`config.mk`:
```
export PLATFORM = sky130hd
export DESIGN_NAME = obb_datapath
export DESIGN_NICKNAME = d
export VERILOG_FILES = /design/src/rtl/core/obb_pkg.sv /design/src/rtl/core/obb_datapath.sv
export SDC_FILE = /design/constraint.sdc
export NUM_CORES = 2
export LEC_CHECK = 0
export ABC_AREA = 1
export ABC_CLOCK_PERIOD_IN_PS = 9400
export BUFFER_PORTS_ARGS = -buffer_cell sky130_fd_sc_hd__buf_2
export CAP_MARGIN = 10
export CORE_UTILIZATION = 30
export CTS_BUF_LIST = sky130_fd_sc_hd__clkbuf_4 sky130_fd_sc_hd__clkbuf_8 sky130_fd_sc_hd__clkbuf_16
export CTS_CLUSTER_SIZE = 20
export DETAILED_ROUTE_END_ITERATION = 6
export HOLD_SLACK_MARGIN = 0.03
export SLEW_MARGIN = 20
export SYNTH_ARGS = -nofsm -noshare
export SYNTH_HDL_FRONTEND = slang
export SYNTH_SLANG_ARGS = --single-unit
```
`constraint.sdc`:
```
create_clock -name clk -period 9.4 [get_ports clk]
set_input_delay 0 -clock clk [delete_from_list [all_inputs] [get_ports clk]]
set_output_delay 0 -clock clk [all_outputs]
set_load 0.01 [all_outputs]
```
`src/rtl/core/obb_pkg.sv`:
```
// Shared widths, codes and types of the oriented box overlap tester.
package obb_pkg;

	localparam int COORD_BITS = 24;
	localparam int AXIS_BITS  = 16;

	localparam int DIFF_W = COORD_BITS + 1;
	localparam int LW     = 2 * AXIS_BITS + 1;
	localparam int DW     = LW + AXIS_BITS + 2;
	localparam int HALF   = (DW + 1) / 2;
	localparam int MA0    = (LW > AXIS_BITS) ? LW : AXIS_BITS;
	localparam int MA     = (MA0 > HALF + 1) ? MA0 : HALF + 1;
	localparam int MB     = (COORD_BITS + 1 > AXIS_BITS) ? COORD_BITS + 1 : AXIS_BITS;
	localparam int PW     = MA + MB;
	localparam int LHSW   = PW + 2;
	localparam int RHSW   = DW + COORD_BITS + 3;
	localparam int CW     = (LHSW + 1 > RHSW) ? LHSW + 1 : RHSW;

	localparam int IN_BITS = 4 * COORD_BITS + 3 * AXIS_BITS;
	localparam int IN_W    = ((IN_BITS + 7) / 8) * 8;
	localparam int USER_W  = 5;
	localparam int OUT_W   = 8;

	localparam logic [1:0] CMD_LD_CENTER = 2'd0;
	localparam logic [1:0] CMD_LD_AXIS   = 2'd1;
	localparam logic [1:0] CMD_TEST      = 2'd2;
	localparam logic [1:0] AXIS_SEL_MAX  = 2'd2;

	localparam logic [3:0] FIRST_CROSS = 4'd6;
	localparam logic [3:0] LAST_AXIS   = 4'd14;
	localparam logic [3:0] NO_SEP_AXIS = 4'd15;
	localparam logic [2:0] LAST_ROW    = 3'd5;
	localparam logic [2:0] ROW_B       = 3'd3;

	typedef enum logic [3:0] {
		OP_NONE, OP_LD_CENTER, OP_LD_AXIS, OP_SET_L, OP_SET_VA, OP_SET_VB,
		OP_CROSS, OP_DOTD, OP_DOTB, OP_EXT, OP_RESULT
	} op_t;

	typedef struct packed {
		op_t        op;
		logic [2:0] row;
		logic [1:0] comp;
		logic       first;
		logic       sub;
		logic       half;
		logic       res_overlap;
		logic [3:0] res_axis;
	} dp_cmd_t;

	typedef enum logic [3:0] {
		ST_IDLE, ST_SETL, ST_SETB, ST_CROSS, ST_DOTD, ST_DOTB, ST_WAITB,
		ST_EXT, ST_WAITC, ST_CMP
	} state_t;

endpackage

```
`src/rtl/core/obb_datapath.sv`:
```
// Box stores, shared multiplier and accumulators of the overlap tester.
module obb_datapath (
	input  logic                                  clk,
	input  logic                                  arst_n,
	input  obb_pkg::dp_cmd_t                      cmd,
	input  logic signed [obb_pkg::COORD_BITS-1:0] pos_x,
	input  logic signed [obb_pkg::COORD_BITS-1:0] pos_y,
	input  logic signed [obb_pkg::COORD_BITS-1:0] pos_z,
	input  logic signed [obb_pkg::AXIS_BITS-1:0]  dir_x,
	input  logic signed [obb_pkg::AXIS_BITS-1:0]  dir_y,
	input  logic signed [obb_pkg::AXIS_BITS-1:0]  dir_z,
	input  logic        [obb_pkg::COORD_BITS-1:0] extent,
	output logic                                  sep,
	output logic                                  overlap,
	output logic [3:0]                            separating_axis
);

	typedef struct packed {
		obb_pkg::op_t op;
		logic [1:0]   comp;
		logic         first;
		logic         sub;
		logic         half;
	} tag_t;

	logic signed [obb_pkg::COORD_BITS-1:0] center_q [2][3];
	logic signed [obb_pkg::AXIS_BITS-1:0]  axis_q [6][3];
	logic        [obb_pkg::COORD_BITS-1:0] extent_q [6];
	logic signed [obb_pkg::AXIS_BITS-1:0]  va_q [3];
	logic signed [obb_pkg::AXIS_BITS-1:0]  vb_q [3];
	logic signed [obb_pkg::LW-1:0]         l_q [3];
	logic signed [obb_pkg::DW-1:0]         dacc_q;
	logic signed [obb_pkg::LHSW-1:0]       lhs_q;
	logic        [obb_pkg::RHSW-1:0]       rhs_q;
	logic signed [obb_pkg::DIFF_W-1:0]     dv [3];
	logic signed [obb_pkg::MA-1:0]         op_a;
	logic signed [obb_pkg::MB-1:0]         op_b;
	logic signed [obb_pkg::PW-1:0]         prod_s1;
	tag_t                                  tag_s1;
	logic        [1:0]                     ia;
	logic        [1:0]                     ib;
	logic        [obb_pkg::DW-1:0]         dmag;
	logic        [obb_pkg::LHSW-1:0]       lmag;
	logic        [obb_pkg::RHSW-1:0]       ep;

	always_ff @(posedge clk or negedge arst_n) begin
		if (!arst_n) begin
			for (int b = 0; b < 2; b++) begin
				for (int c = 0; c < 3; c++) begin
					center_q[b][c] <= '0;
				end
			end
			for (int r = 0; r < 6; r++) begin
				extent_q[r] <= '0;
				for (int c = 0; c < 3; c++) begin
					axis_q[r][c] <= '0;
				end
			end
		end else begin
			case (cmd.op)
				obb_pkg::OP_LD_CENTER: begin
					center_q[cmd.row[0]][0] <= pos_x;
					center_q[cmd.row[0]][1] <= pos_y;
					center_q[cmd.row[0]][2] <= pos_z;
				end
				obb_pkg::OP_LD_AXIS: begin
					axis_q[cmd.row][0] <= dir_x;
					axis_q[cmd.row][1] <= dir_y;
					axis_q[cmd.row][2] <= dir_z;
					extent_q[cmd.row]  <= extent;
				end
				default: ;
			endcase
		end
	end

	always_comb begin
		for (int c = 0; c < 3; c++) begin
			dv[c] = obb_pkg::DIFF_W'(center_q[0][c]) - obb_pkg::DIFF_W'(center_q[1][c]);
		end
		case (cmd.comp)
			2'd0: begin
				ia = cmd.sub ? 2'd2 : 2'd1;
				ib = cmd.sub ? 2'd1 : 2'd2;
			end
			2'd1: begin
				ia = cmd.sub ? 2'd0 : 2'd2;
				ib = cmd.sub ? 2'd2 : 2'd0;
			end
			default: begin
				ia = cmd.sub ? 2'd1 : 2'd0;
				ib = cmd.sub ? 2'd0 : 2'd1;
			end
		endcase
		dmag = dacc_q[obb_pkg::DW-1] ? $unsigned(-dacc_q) : $unsigned(dacc_q);
		op_a = '0;
		op_b = '0;
		case (cmd.op)
			obb_pkg::OP_CROSS: begin
				op_a = obb_pkg::MA'(va_q[ia]);
				op_b = obb_pkg::MB'(vb_q[ib]);
			end
			obb_pkg::OP_DOTD: begin
				op_a = obb_pkg::MA'(l_q[cmd.comp]);
				op_b = obb_pkg::MB'(dv[cmd.comp]);
			end
			obb_pkg::OP_DOTB: begin
				op_a = obb_pkg::MA'(l_q[cmd.comp]);
				op_b = obb_pkg::MB'(axis_q[cmd.row][cmd.comp]);
			end
			obb_pkg::OP_EXT: begin
				if (cmd.half) begin
					op_a = obb_pkg::MA'(dmag[obb_pkg::DW-1:obb_pkg::HALF]);
				end else begin
					op_a = obb_pkg::MA'(dmag[obb_pkg::HALF-1:0]);
				end
				op_b = obb_pkg::MB'(extent_q[cmd.row]);
			end
			default: ;
		endcase
	end

	always_ff @(posedge clk or negedge arst_n) begin
		if (!arst_n) begin
			tag_s1 <= '{op: obb_pkg::OP_NONE, default: '0};
		end else begin
			tag_s1 <= '{op: cmd.op, comp: cmd.comp, first: cmd.first, sub: cmd.sub,
				half: cmd.half};
		end
	end

	always_ff @(posedge clk) begin
		prod_s1 <= op_a * op_b;
	end

	assign ep = obb_pkg::RHSW'(prod_s1[obb_pkg::HALF+obb_pkg::COORD_BITS-1:0]);

	always_ff @(posedge clk) begin
		case (cmd.op)
			obb_pkg::OP_SET_L: begin
				for (int c = 0; c < 3; c++) begin
					l_q[c] <= obb_pkg::LW'(axis_q[cmd.row][c]);
				end
			end
			obb_pkg::OP_SET_VA: begin
				va_q <= axis_q[cmd.row];
			end
			obb_pkg::OP_SET_VB: begin
				vb_q <= axis_q[cmd.row];
			end
			obb_pkg::OP_RESULT: begin
				overlap         <= cmd.res_overlap;
				separating_axis <= cmd.res_axis;
			end
			default: ;
		endcase
		case (tag_s1.op)
			obb_pkg::OP_CROSS: begin
				if (tag_s1.sub) begin
					l_q[tag_s1.comp] <= l_q[tag_s1.comp]
						- obb_pkg::LW'($signed(prod_s1[2*obb_pkg::AXIS_BITS-1:0]));
				end else begin
					l_q[tag_s1.comp] <= obb_pkg::LW'($signed(prod_s1[2*obb_pkg::AXIS_BITS-1:0]));
				end
			end
			obb_pkg::OP_DOTD: begin
				lhs_q <= (tag_s1.first ? '0 : lhs_q) + obb_pkg::LHSW'(prod_s1);
			end
			obb_pkg::OP_DOTB: begin
				dacc_q <= (tag_s1.first ? '0 : dacc_q)
					+ obb_pkg::DW'($signed(prod_s1[obb_pkg::LW+obb_pkg::AXIS_BITS-1:0]));
			end
			obb_pkg::OP_EXT: begin
				rhs_q <= (tag_s1.first ? '0 : rhs_q) + (tag_s1.half ? (ep << obb_pkg::HALF) : ep);
			end
			default: ;
		endcase
	end

	always_comb begin
		lmag = lhs_q[obb_pkg::LHSW-1] ? $unsigned(-lhs_q) : $unsigned(lhs_q);
		sep  = obb_pkg::CW'({lmag, 1'b0}) > obb_pkg::CW'(rhs_q);
	end

endmodule

```
==> impl_metrics.json <==
{
  "status": "complete, no violations",
  "hold_depth": 4,
  "grt_overflow": 0,
  "core.rowCount": 212,
  "final_cell_mix": "3,552 x nand2_1, 2,236 x inv_1, 1,314 x nor2_1, 1,031 x o21ai_0, 849 x fa_1",
  "synth_top_cells_by_area": "fa_1 17%, dfrtp_1 15%, nand2_1 13%",
  "timing.critical_path.fanout_max": 33,
  "clk_pin_slew_ns": 0.06,
  "crit_path_end_kind": "flop",
  "start_util": 0.302,
  "crit_top_cell": "fa_1",
  "p_sw_mw": 7.09,
  "synth_warnings": 0,
  "cts_root_buf": "clkbuf_16",
  "track_usage": 0.236,
  "reg2regPathDepth": 32,
  "vias_per_cell": 5.10,
  "drtIter0Drc": 10100,
  "clkPwrFrac": 0.305,
  "hold_path_end": "axis_q[166]$_DFFE_PN0P_",
  "clock_latency_ns": 0.84,
  "switching_share": 0.402,
  "r2r_slack_ns": 0.31,
  "antenna_found_initial": 26,
  "grt_pass1_vias": 91800,
  "vdd_drop_max_v": 0.000141,
  "routedWlPerCell_um": 22.2,
  "ys_types": 67,
  "crit_slowest_cell": "fa_1",
  "io_buffers": 168,
  "finalPower_mw": 17.6,
  "grt_setup_unrepaired": "no",
  "synthArstFlopShare": 0.549,
  "die_w_um": 581,
  "powerDensity_nw_per_um2": 154,
  "hpwl_mm": 321,
  "path_buf_inv": 8,
  "syn_area_um2": 101000,
  "core_um2": 334000,
  "syn_to_final_growth_pct": 13.6,
  "hold_class": "in2reg",
  "cp-start-kind": "flop",
  "route.detailed.drc": 0,
  "synthesis.nets": 15000,
  "layout_commonest_cell": "nand2_1",
  "routed_wirelength_mm": 406,
  "arrival_ns": 9.79,
  "yosys.area.top_type": "fa_1",
  "max_freq_mhz": 110,
  "drive_gt1_frac": 0.0572,
  "p_int_mw": 10.5,
  "holdCritStartpoint": "dir_y[6]",
  "syn_inst": 13400,
  "p_seq_frac": 0.341,
  "rr_startpoint": "center_q[0]$_DFFE_PN0P_",
  "nFillCells": 35600,
  "fp.dieArea_um2": 338000,
  "fin_skew_ns": 0.0803,
  "syn_avg_cell_area_um2": 7.50,
  "finalSetupViolCount": 0,
  "whs_ns": 0.0478,
  "ys_ff_latch": 1065,
  "hold_viol": 0,
  "io_pins": 169,
  "post_cts_buffers": 0,
  "nets": 15300,
  "ys.flop_type": "dfrtp_1",
  "synth_top_area_frac": 0.169,
  "htreeDepth": 4,
  "grt_max_degree": 159,
  "cp.required_ns": 10.10,
  "period_needed_ns": 9.09,
  "clkSinkCount": 1065,
  "drv_slew": 0,
  "fin_crit_sh": 0.967,
  "tns_ns": 0,
  "power_frac_comb": 0.354,
  "relSlewSlack": 0.235,
  "maxCapViolations": 0,
  "grt_pass1_wl_mm": 600,
  "critPathTopFamily": "adder cells",
  "clk_path_buf_depth": 4,
  "cts_tree": "yes",
  "dr.pass1.iters": 6,
  "p_leak_nw": 55.5,
  "r2r_end": "prod_s1[52]$_DFF_P_",
  "synth-edff-count": 422,
  "ant_nets": 0,
  "synth-seq-area-share": 0.283,
  "place_congestion": 1.02,
  "die_h_um": 581,
  "tightest_slew_ns": 1.14,
  "vias": 93300,
  "worst-setup-path-type": "reg2reg",
  "cts_made_buffers": 137,
  "slowest_delay_ns": 0.67
}
## metrics by stage
step                      setup WS [ns]   util  cell area (um^2)  cells
after CTS                        0.0864  0.343            114000  18300
after floorplan                    1.53      -            101000  13400
after global placement            0.112  0.322            107000  17800
after global routing             0.0165  0.343            114000  18300
after detailed placement         0.0997  0.322            107000  17800
final                             0.312  0.343            114000  18300
## kinds of logic (layout without fill, tap and decap cells)
logic type / count (synthesis) / count (layout) / share of synthesized area
other: 0 / 15 / 0
flip-flops: 1065 / 1065 / 0.283
XOR/XNOR: 303 / 303 / 0.0263
adder cells (fa/ha/maj): 1357 / 1357 / 0.232
AND/OR/NAND/NOR: 5798 / 5798 / 0.233
buffers and inverters: 2697 / 3173 / 0.104
AO/OA/AOI/OAI: 2212 / 2212 / 0.122
## sequential cells by signal, summed over array words and instances (netlist names)
register         count
overlap              1
axis_q             288
center_q           144
extent_q           144
separating_axis      4
lhs_q               60
prod_s1             58
vb_q                48
dacc_q              51
rhs_q               78
l_q                132
tag_s1               9
va_q                48
## timing repair
| action | CTS | global route |
|---|---|---|
| endpoints found under the hold margin | 746 | 0 |
| hold buffers | 237 | 0 |
| endpoints found under the setup margin | 0 | 14 |
| resized for setup | 0 | 13 |
## layout make-up
class	count	area, um^2	share of cell area
multi-input combinational	9670	61900	0.542
sequential	1065	28500	0.249
inverter	2270	8520	0.0745
antenna	15	37.5	0.000328
clock inverter	63	636	0.00556
timing repair buffer	659	5400	0.0472
clock buffer	181	3870	0.0339
tap	4387	5490	0.0480
## worst register-to-register path: cells and delay by family (launching register included)
kind / cells / cell delay, ns
DFF: 1 / 0.39
xor gates and xnor gates: 1 / 0.34
AOI/OAI and AO/OA: 3 / 0.61
adders and majority gates: 10 / 4.95
and+or+nand+nor: 10 / 1.65
buffers and inverters: 8 / 1.02
## worst max path at each step
| stage | startpoint | to | slack [ns] | cells after the start |
|---|---|---|---|---|
| after floorplan | center_q[0]$_DFFE_PN0P_ | prod_s1[57]$_DFF_P_ | 1.53 | 39 |
| after global placement | center_q[0]$_DFFE_PN0P_ | prod_s1[52]$_DFF_P_ | 0.11 | 32 |
| after detailed placement | center_q[2]$_DFFE_PN0P_ | prod_s1[52]$_DFF_P_ | 0.1 | 32 |
| after CTS | center_q[1]$_DFFE_PN0P_ | prod_s1[52]$_DFF_P_ | 0.09 | 32 |
| after global routing | center_q[26]$_DFFE_PN0P_ | prod_s1[51]$_DFF_P_ | 0.02 | 38 |
| final | center_q[0]$_DFFE_PN0P_ | prod_s1[52]$_DFF_P_ | 0.31 | 32 |
## synthesized netlist by cell type, types with 86 or more instances
library cell / n
a21oi_1: 701
a22oi_1: 157
buf_2: 158
clkbuf_1: 209
dfrtp_1: 585
edfxtp_1: 422
fa_1: 850
ha_1: 507
inv_1: 2236
nand2_1: 3560
nand3_1: 490
nand4_1: 157
nor2_1: 1322
nor3_1: 86
o21ai_0: 1033
xor2_1: 239
## power groups by stage
stage	combinational [mW]	clock, mW	sequential (mW)
floorplan	3.90	0	5.78
global placement	6.03	0	6.06
detailed placement	6.04	0	6.07
CTS	6.14	5.47	5.99
global route	6.87	5.63	6.04
finish	6.24	5.39	6.01
## routing by layer
layer,share of wire,routed length (um),vias to the layer above,GRT usage
li1,-,-,43300,-
met1,0.42,172000,45400,0.315
met2,0.44,180000,3841,0.372
met3,0.086,35100,781,0.0463
met4,0.046,18600,20,0.0955
met5,0.00030,122,-,0
No activity file was read; power rests on OpenSTA's default activity.
