--- src/rtl/core/obb_pkg.sv ---
// Shared widths, codes and types of the oriented box overlap tester.
package obb_pkg;

	localparam int COORD_BITS = 24;
	localparam int AXIS_BITS  = 16;

	localparam int DIFF_W = COORD_BITS + 1;
	localparam int LW     = 2 * AXIS_BITS + 1;
	localparam int DW     = LW + AXIS_BITS + 2;
	localparam int HALF   = (DW + 1) / 2;
	localparam int MA0    = (LW > AXIS_BITS) ? LW : AXIS_BITS;
	localparam int MA     = (MA0 > HALF + 1) ? MA0 : HALF + 1;
	localparam int MB     = (COORD_BITS + 1 > AXIS_BITS) ? COORD_BITS + 1 : AXIS_BITS;
	localparam int PW     = MA + MB;
	localparam int LHSW   = PW + 2;
	localparam int RHSW   = DW + COORD_BITS + 3;
	localparam int CW     = (LHSW + 1 > RHSW) ? LHSW + 1 : RHSW;

	localparam int IN_BITS = 4 * COORD_BITS + 3 * AXIS_BITS;
	localparam int IN_W    = ((IN_BITS + 7) / 8) * 8;
	localparam int USER_W  = 5;
	localparam int OUT_W   = 8;

	localparam logic [1:0] CMD_LD_CENTER = 2'd0;
	localparam logic [1:0] CMD_LD_AXIS   = 2'd1;
	localparam logic [1:0] CMD_TEST      = 2'd2;
	localparam logic [1:0] AXIS_SEL_MAX  = 2'd2;

	localparam logic [3:0] FIRST_CROSS = 4'd6;
	localparam logic [3:0] LAST_AXIS   = 4'd14;
	localparam logic [3:0] NO_SEP_AXIS = 4'd15;
	localparam logic [2:0] LAST_ROW    = 3'd5;
	localparam logic [2:0] ROW_B       = 3'd3;

	typedef enum logic [3:0] {
		OP_NONE, OP_LD_CENTER, OP_LD_AXIS, OP_SET_L, OP_SET_VA, OP_SET_VB,
		OP_CROSS, OP_DOTD, OP_DOTB, OP_EXT, OP_RESULT
	} op_t;

	typedef struct packed {
		op_t        op;
		logic [2:0] row;
		logic [1:0] comp;
		logic       first;
		logic       sub;
		logic       half;
		logic       res_overlap;
		logic [3:0] res_axis;
	} dp_cmd_t;

	typedef enum logic [3:0] {
		ST_IDLE, ST_SETL, ST_SETB, ST_CROSS, ST_DOTD, ST_DOTB, ST_WAITB,
		ST_EXT, ST_WAITC, ST_CMP
	} state_t;

endpackage

--- src/rtl/core/obb_ctrl.sv ---
// Sequencer that steps the overlap test through its candidate axes.
module obb_ctrl (
	input  logic             clk,
	input  logic             arst_n,
	input  logic             in_valid,
	output logic             in_ready,
	input  logic [1:0]       in_cmd,
	input  logic             box_sel,
	input  logic [1:0]       axis_index,
	output logic             out_valid,
	input  logic             out_ready,
	input  logic             sep,
	output obb_pkg::dp_cmd_t cmd
);

	obb_pkg::state_t state_q, state_d;
	logic [2:0] step_q, step_d;
	logic [2:0] j_q, j_d;
	logic [3:0] k_q, k_d;
	logic [1:0] p_q, p_d;
	logic [1:0] q_q, q_d;
	logic       out_valid_q, out_valid_d;

	assign in_ready  = (state_q == obb_pkg::ST_IDLE);
	assign out_valid = out_valid_q;

	always_ff @(posedge clk or negedge arst_n) begin
		if (!arst_n) begin
			state_q     <= obb_pkg::ST_IDLE;
			step_q      <= '0;
			j_q         <= '0;
			k_q         <= '0;
			p_q         <= '0;
			q_q         <= '0;
			out_valid_q <= 1'b0;
		end else begin
			state_q     <= state_d;
			step_q      <= step_d;
			j_q         <= j_d;
			k_q         <= k_d;
			p_q         <= p_d;
			q_q         <= q_d;
			out_valid_q <= out_valid_d;
		end
	end

	always_comb begin
		state_d     = state_q;
		step_d      = step_q;
		j_d         = j_q;
		k_d         = k_q;
		p_d         = p_q;
		q_d         = q_q;
		out_valid_d = out_valid_q && !out_ready;
		cmd         = '{op: obb_pkg::OP_NONE, default: '0};
		case (state_q)
			obb_pkg::ST_IDLE: begin
				if (in_valid) begin
					case (in_cmd)
						obb_pkg::CMD_LD_CENTER: begin
							cmd.op  = obb_pkg::OP_LD_CENTER;
							cmd.row = {2'b00, box_sel};
						end
						obb_pkg::CMD_LD_AXIS: begin
							if (axis_index <= obb_pkg::AXIS_SEL_MAX) begin
								cmd.op  = obb_pkg::OP_LD_AXIS;
								cmd.row = box_sel ? obb_pkg::ROW_B + {1'b0, axis_index}
									: {1'b0, axis_index};
							end
						end
						obb_pkg::CMD_TEST: begin
							k_d     = '0;
							p_d     = '0;
							q_d     = '0;
							state_d = obb_pkg::ST_SETL;
						end
						default: ;
					endcase
				end
			end
			obb_pkg::ST_SETL: begin
				step_d = '0;
				if (k_q < obb_pkg::FIRST_CROSS) begin
					cmd.op  = obb_pkg::OP_SET_L;
					cmd.row = k_q[2:0];
					state_d = obb_pkg::ST_DOTD;
				end else begin
					cmd.op  = obb_pkg::OP_SET_VA;
					cmd.row = {1'b0, p_q};
					state_d = obb_pkg::ST_SETB;
				end
			end
			obb_pkg::ST_SETB: begin
				cmd.op  = obb_pkg::OP_SET_VB;
				cmd.row = obb_pkg::ROW_B + {1'b0, q_q};
				state_d = obb_pkg::ST_CROSS;
			end
			obb_pkg::ST_CROSS: begin
				cmd.op   = obb_pkg::OP_CROSS;
				cmd.comp = step_q[2:1];
				cmd.sub  = step_q[0];
				if (step_q == 3'd5) begin
					step_d  = '0;
					state_d = obb_pkg::ST_DOTD;
				end else begin
					step_d = step_q + 3'd1;
				end
			end
			obb_pkg::ST_DOTD: begin
				cmd.op    = obb_pkg::OP_DOTD;
				cmd.comp  = step_q[1:0];
				cmd.first = (step_q == 3'd0);
				if (step_q == 3'd2) begin
					step_d  = '0;
					j_d     = '0;
					state_d = obb_pkg::ST_DOTB;
				end else begin
					step_d = step_q + 3'd1;
				end
			end
			obb_pkg::ST_DOTB: begin
				cmd.op    = obb_pkg::OP_DOTB;
				cmd.row   = j_q;
				cmd.comp  = step_q[1:0];
				cmd.first = (step_q == 3'd0);
				if (step_q == 3'd2) begin
					step_d  = '0;
					state_d = obb_pkg::ST_WAITB;
				end else begin
					step_d = step_q + 3'd1;
				end
			end
			obb_pkg::ST_WAITB: begin
				state_d = obb_pkg::ST_EXT;
			end
			obb_pkg::ST_EXT: begin
				cmd.op    = obb_pkg::OP_EXT;
				cmd.row   = j_q;
				cmd.half  = step_q[0];
				cmd.first = (j_q == 3'd0) && (step_q == 3'd0);
				if (step_q == 3'd1) begin
					step_d = '0;
					if (j_q == obb_pkg::LAST_ROW) begin
						state_d = obb_pkg::ST_WAITC;
					end else begin
						j_d     = j_q + 3'd1;
						state_d = obb_pkg::ST_DOTB;
					end
				end else begin
					step_d = step_q + 3'd1;
				end
			end
			obb_pkg::ST_WAITC: begin
				state_d = obb_pkg::ST_CMP;
			end
			obb_pkg::ST_CMP: begin
				if (sep || (k_q == obb_pkg::LAST_AXIS)) begin
					if (!out_valid_q || out_ready) begin
						cmd.op          = obb_pkg::OP_RESULT;
						cmd.res_overlap = !sep;
						cmd.res_axis    = sep ? k_q : obb_pkg::NO_SEP_AXIS;
						out_valid_d     = 1'b1;
						state_d         = obb_pkg::ST_IDLE;
					end
				end else begin
					k_d = k_q + 4'd1;
					if (k_q >= obb_pkg::FIRST_CROSS) begin
						if (q_q == 2'd2) begin
							q_d = '0;
							p_d = p_q + 2'd1;
						end else begin
							q_d = q_q + 2'd1;
						end
					end
					state_d = obb_pkg::ST_SETL;
				end
			end
			default: begin
				state_d = obb_pkg::ST_IDLE;
			end
		endcase
	end

	a_no_overwrite: assert property (@(posedge clk) disable iff (!arst_n)
		(cmd.op == obb_pkg::OP_RESULT) |-> (!out_valid_q || out_ready))
		else $error("Result written over an undelivered one.");

	a_axis_range: assert property (@(posedge clk) disable iff (!arst_n)
		(state_q != obb_pkg::ST_IDLE) |-> (k_q <= obb_pkg::LAST_AXIS))
		else $error("Axis counter beyond the last candidate axis.");

	a_row_range: assert property (@(posedge clk) disable iff (!arst_n)
		(state_q == obb_pkg::ST_DOTB || state_q == obb_pkg::ST_EXT) |-> (j_q <= obb_pkg::LAST_ROW))
		else $error("Box axis counter out of range.");

	a_result_then_idle: assert property (@(posedge clk) disable iff (!arst_n)
		(cmd.op == obb_pkg::OP_RESULT) |=> (out_valid_q && state_q == obb_pkg::ST_IDLE))
		else $error("Result not presented after the test finished.");

endmodule

--- config.mk ---
export PLATFORM = sky130hd
export DESIGN_NAME = obb_ctrl
export DESIGN_NICKNAME = d
export VERILOG_FILES = /design/src/rtl/core/obb_pkg.sv /design/src/rtl/core/obb_ctrl.sv
export SDC_FILE = /design/constraint.sdc
export NUM_CORES = 1
export LEC_CHECK = 0
export BUFFER_PORTS_ARGS = -buffer_cell sky130_fd_sc_hd__buf_2
export CORE_MARGIN = 3
export CORE_UTILIZATION = 50
export DETAILED_ROUTE_END_ITERATION = 8
export PLACE_DENSITY = 0.82
export SLEW_MARGIN = 15
export SYNTH_ARGS = -nofsm -noshare
export SYNTH_HDL_FRONTEND = slang
export SYNTH_SLANG_ARGS = --single-unit
--- constraint.sdc ---
create_clock -name clk -period 2.1 [get_ports clk]
set_clock_uncertainty 0.1 [all_clocks]
set_input_delay 0.21 -clock clk [delete_from_list [all_inputs] [get_ports clk]]
set_output_delay 0.21 -clock clk [all_outputs]
set_load 0.05 [all_outputs]
==> metrics.txt <==
# TYPE chip_impl_metric gauge
chip_impl_metric{name="period_needed",unit="ps"} 2560
chip_impl_metric{name="synth_edf_count",unit=""} 0
chip_impl_metric{name="first_global_vias",unit=""} 1759
chip_impl_metric{name="cts-root-to-sink-buffers",unit=""} 2
chip_impl_metric{name="cellPowerDensity",unit="nW/um2"} 1350
chip_impl_info{name="ys_top_cells_by_area",value="sky130_fd_sc_hd__dfrtp_1 28%, sky130_fd_sc_hd__ha_1 8.0%, sky130_fd_sc_hd__a21oi_1 5.0%"} 1
chip_impl_metric{name="finish.net_count",unit=""} 282
chip_impl_metric{name="maximum_number_of_pins_on_one_net_before_global_route_repair",unit=""} 21
chip_impl_metric{name="final.period_utilization",unit="%"} 122
chip_impl_info{name="worstHoldPathType",value="primary input to flip-flop"} 1
chip_impl_info{name="worst_setup_path_start_kind",value="flip-flop"} 1
chip_impl_metric{name="postSynthAreaPerCell",unit="um2"} 8.14
chip_impl_info{name="end_kind",value="primary output"} 1
chip_impl_metric{name="pwr-share-clk",unit="%"} 6.9
chip_impl_metric{name="maximum_frequency_from_static_timing_analysis",unit="GHz"} 0.391
chip_impl_metric{name="grt_pass1_wl",unit="um"} 8450
chip_impl_metric{name="report.final.hold_viol_count",unit=""} 0
chip_impl_metric{name="io_pins",unit=""} 29
chip_impl_metric{name="clock_pin_slew_worst_setup_and_hold_paths",unit="ps"} 140
chip_impl_metric{name="slew_headroom",unit="%"} 68.9
chip_impl_metric{name="groute.usage.overall",unit="%"} 26.0
chip_impl_metric{name="initial_utilization",unit="%"} 54.2
chip_impl_metric{name="dp_hpwl",unit="um"} 3310
chip_impl_info{name="cts_tree",value="done"} 1
chip_impl_metric{name="routed_wl",unit="um"} 5270
chip_impl_metric{name="sequential_area_share_after_synthesis",unit="%"} 27.8
chip_impl_metric{name="required",unit="ps"} 1790
chip_impl_info{name="critPathKind",value="flip-flop to primary output"} 1
chip_impl_metric{name="antenna_violations_before_repair",unit=""} 0
chip_impl_metric{name="count_of_state_elements_after_synthesis",unit=""} 19
chip_impl_metric{name="async_s_r_ff_share_synth",unit="%"} 100
chip_impl_metric{name="syn_nets",unit=""} 231
chip_impl_metric{name="cp.arrival",unit="ps"} 2250
chip_impl_metric{name="detail-route-antenna-nets",unit=""} 0
chip_impl_info{name="synth.top_cells.by_count",value="19 x sky130_fd_sc_hd__dfrtp_1, 19 x sky130_fd_sc_hd__nor2_1, 17 x sky130_fd_sc_hd__a21oi_1, 15 x sky130_fd_sc_hd__inv_1, 13 x sky130_fd_sc_hd__nand2_1"} 1
chip_impl_metric{name="final.hold.worst_slack",unit="ps"} 174
chip_impl_metric{name="port_buffers",unit=""} 28
chip_impl_info{name="violations",value="negative setup slack"} 1
chip_impl_metric{name="max_slew.worst_pin.slew",unit="ps"} 466
chip_impl_metric{name="dieHeight",unit="um"} 64.5
chip_impl_metric{name="yosysTopAreaCellShare",unit="%"} 27.8
chip_impl_metric{name="clock_latency",unit="ps"} 330
chip_impl_metric{name="placementRows",unit=""} 20
chip_impl_metric{name="area_growth_syn_to_layout",unit="%"} 40.3
chip_impl_metric{name="syn_inst",unit=""} 210
chip_impl_metric{name="sequential_cell_area",unit="um2"} 475
chip_impl_metric{name="postLayoutCoreUtil",unit="%"} 76.1
chip_impl_metric{name="htreeDepth",unit=""} 1
chip_impl_metric{name="sw_frac_of_total",unit="%"} 53.7
chip_impl_metric{name="synth.lib_cells_used.distinct",unit=""} 53
chip_impl_metric{name="fillCellCount",unit=""} 214
chip_impl_metric{name="routabilityCongestion",unit=""} 0.898
chip_impl_metric{name="setup_viol_count_final",unit=""} 15
chip_impl_metric{name="numCtsBuffers",unit=""} 3
chip_impl_metric{name="peakVddDrop",unit="mV"} 1.36
chip_impl_info{name="yosysTopAreaCell",value="sky130_fd_sc_hd__dfrtp_1"} 1
chip_impl_metric{name="p_comb_share",unit="%"} 73.7
chip_impl_metric{name="antenna-diode-count",unit=""} 0
chip_impl_metric{name="synthesis.area",unit="um2"} 1710
chip_impl_metric{name="core-area",unit="um2"} 3150
chip_impl_metric{name="switchingPower",unit="mW"} 1.74
chip_impl_metric{name="yosysWarningCount",unit=""} 0
chip_impl_metric{name="multi_input_area",unit="um2"} 1280
chip_impl_metric{name="drv.max_cap_violation_count",unit=""} 0
chip_impl_metric{name="count_of_unresolved_drc_violations_after_routing",unit=""} 0
chip_impl_info{name="cts_root_buf",value="sky130_fd_sc_hd__clkbuf_4"} 1
chip_impl_metric{name="wl_per_cell",unit="um"} 17.3
chip_impl_metric{name="firstDrtPassIters",unit=""} 6
chip_impl_metric{name="power.sequential.fraction",unit="%"} 19.5
chip_impl_metric{name="total_leakage_power",unit="nW"} 1.10
chip_impl_info{name="synth_ff_type",value="sky130_fd_sc_hd__dfrtp_1"} 1
chip_impl_metric{name="die_area",unit="um2"} 4160
chip_impl_metric{name="grt_overflow_total",unit=""} 0
chip_impl_metric{name="cts_sink_cnt",unit=""} 19
chip_impl_metric{name="cell_internal_pwr",unit="mW"} 1.50
chip_impl_info{name="grt_setup_unrepaired",value="true"} 1
chip_impl_metric{name="routed-via-count",unit=""} 1825
chip_impl_metric{name="setup_ws",unit="ps"} -455
chip_impl_metric{name="drtIter0Drc",unit=""} 109
chip_impl_metric{name="chipWidth",unit="um"} 64.5
chip_impl_metric{name="layout-drive-gt1-share",unit="%"} 35.4
chip_impl_metric{name="vias_per_cell",unit=""} 6.00
chip_impl_metric{name="path_max_fanout",unit=""} 3
chip_impl_metric{name="timing.final.max_slew_violations",unit=""} 0
chip_impl_info{name="result_of_the_run",value="finished with violations"} 1
[metal layers]
metal | up-vias | track usage, % | wire length [um]
met3 | 13 | 3.81 | 314
li1 | 869 | - | -
met5 | - | 0 | 0
met1 | 856 | 32.8 | 2250
met2 | 87 | 45.5 | 2600
met4 | 0 | 8.44 | 108
[repair_timing]
item	CTS	global route
hold endpoints to repair	19	0
endpoints found under the setup margin	16	22
resized for setup	44	17
hold buffers	1	0
pin swaps	3	4
buffers inserted	6	2
[flip-flops by register name, summed over array words and instances, names as in the netlist]
signal	cells
p_q	2
out_valid	1
k_q	4
q_q	2
state_q	4
step_q	3
j_q	3
[final cells by class]
type | count | area share (%)
multi-input combinational | 162 | 53.3
timing repair buffer | 59 | 20.3
sequential | 19 | 19.8
inverter | 16 | 3.02
tap | 44 | 2.29
clock buffer | 3 | 0.938
clock inverter | 1 | 0.313
[worst max-delay path: stages, from the launching register on]
cell,delay [ps]
sky130_fd_sc_hd__dfrtp_1,420
sky130_fd_sc_hd__or4_4,590
sky130_fd_sc_hd__clkinv_8,70
sky130_fd_sc_hd__nand3b_4,80
sky130_fd_sc_hd__or4b_4,500
sky130_fd_sc_hd__o221ai_4,80
sky130_fd_sc_hd__buf_6,180
[metrics by stage]
stage / cells / TNS, ps / power (mW) / setup slack [ps] / cell area (um2)
global placement: 293 / -319 / 2.61 / -151 / 2110
floorplan: 210 / -1520 / 2.13 / -242 / 1790
global route: 304 / -3950 / 3.42 / -483 / 2400
finish: 304 / -2960 / 3.24 / -455 / 2400
CTS: 304 / -2690 / 3.08 / -444 / 2350
detailed placement: 293 / -453 / 2.63 / -167 / 2110
[final timing paths]
kind	from	to	slack (ps)	cells after the start
hold reg to reg	p_q[1]	p_q[1]	460	2
min in group asynchronous	arst_n	out_valid	250	2
setup / recovery	state_q[0]	cmd[11]	-460	6
hold / removal	out_ready	out_valid	170	3
setup reg to reg	state_q[3]	j_q[2]	110	7
max in group asynchronous	arst_n	state_q[0]	1340	2
[kinds of logic after synthesis]
kind of cell    Yosys count  share of synthesized area, %
compound gates           59                          23.1
xor+xnor                  3                          1.54
fa+ha+maj                11                          8.05
buf+inv                  29                          6.80
flops                    19                          27.8
mux                       7                          4.54
simple gates             82                          28.2
[power by group through the flow]
stage               clock [mW]  combinational, mW  sequential [mW]
CTS                      0.221               2.25            0.615
detailed placement           0               2.00            0.625
finish                   0.222               2.38            0.630
floorplan                    0               1.54            0.586
global placement             0               1.99            0.616
global route             0.231               2.55            0.640
[cell usage in the layout (no fill, tap or decap), types with 3 or more instances in the layout]
master / n
sky130_fd_sc_hd__a21o_1: 3
sky130_fd_sc_hd__a21oi_1: 15
sky130_fd_sc_hd__a32oi_1: 5
sky130_fd_sc_hd__buf_2: 10
sky130_fd_sc_hd__buf_4: 32
sky130_fd_sc_hd__buf_6: 14
sky130_fd_sc_hd__clkbuf_4: 3
sky130_fd_sc_hd__dfrtp_1: 19
sky130_fd_sc_hd__ha_1: 11
sky130_fd_sc_hd__inv_1: 14
sky130_fd_sc_hd__mux2_1: 5
sky130_fd_sc_hd__nand2_1: 12
sky130_fd_sc_hd__nand2b_1: 5
sky130_fd_sc_hd__nand3_1: 4
sky130_fd_sc_hd__nor2_1: 13
sky130_fd_sc_hd__nor2_2: 5
sky130_fd_sc_hd__nor2b_1: 4
sky130_fd_sc_hd__nor3_1: 6
sky130_fd_sc_hd__nor4bb_1: 3
sky130_fd_sc_hd__o211ai_1: 3
sky130_fd_sc_hd__o21ai_0: 5
sky130_fd_sc_hd__o21ai_1: 5
sky130_fd_sc_hd__or3_1: 3
Power figures use the tool's default switching activity.
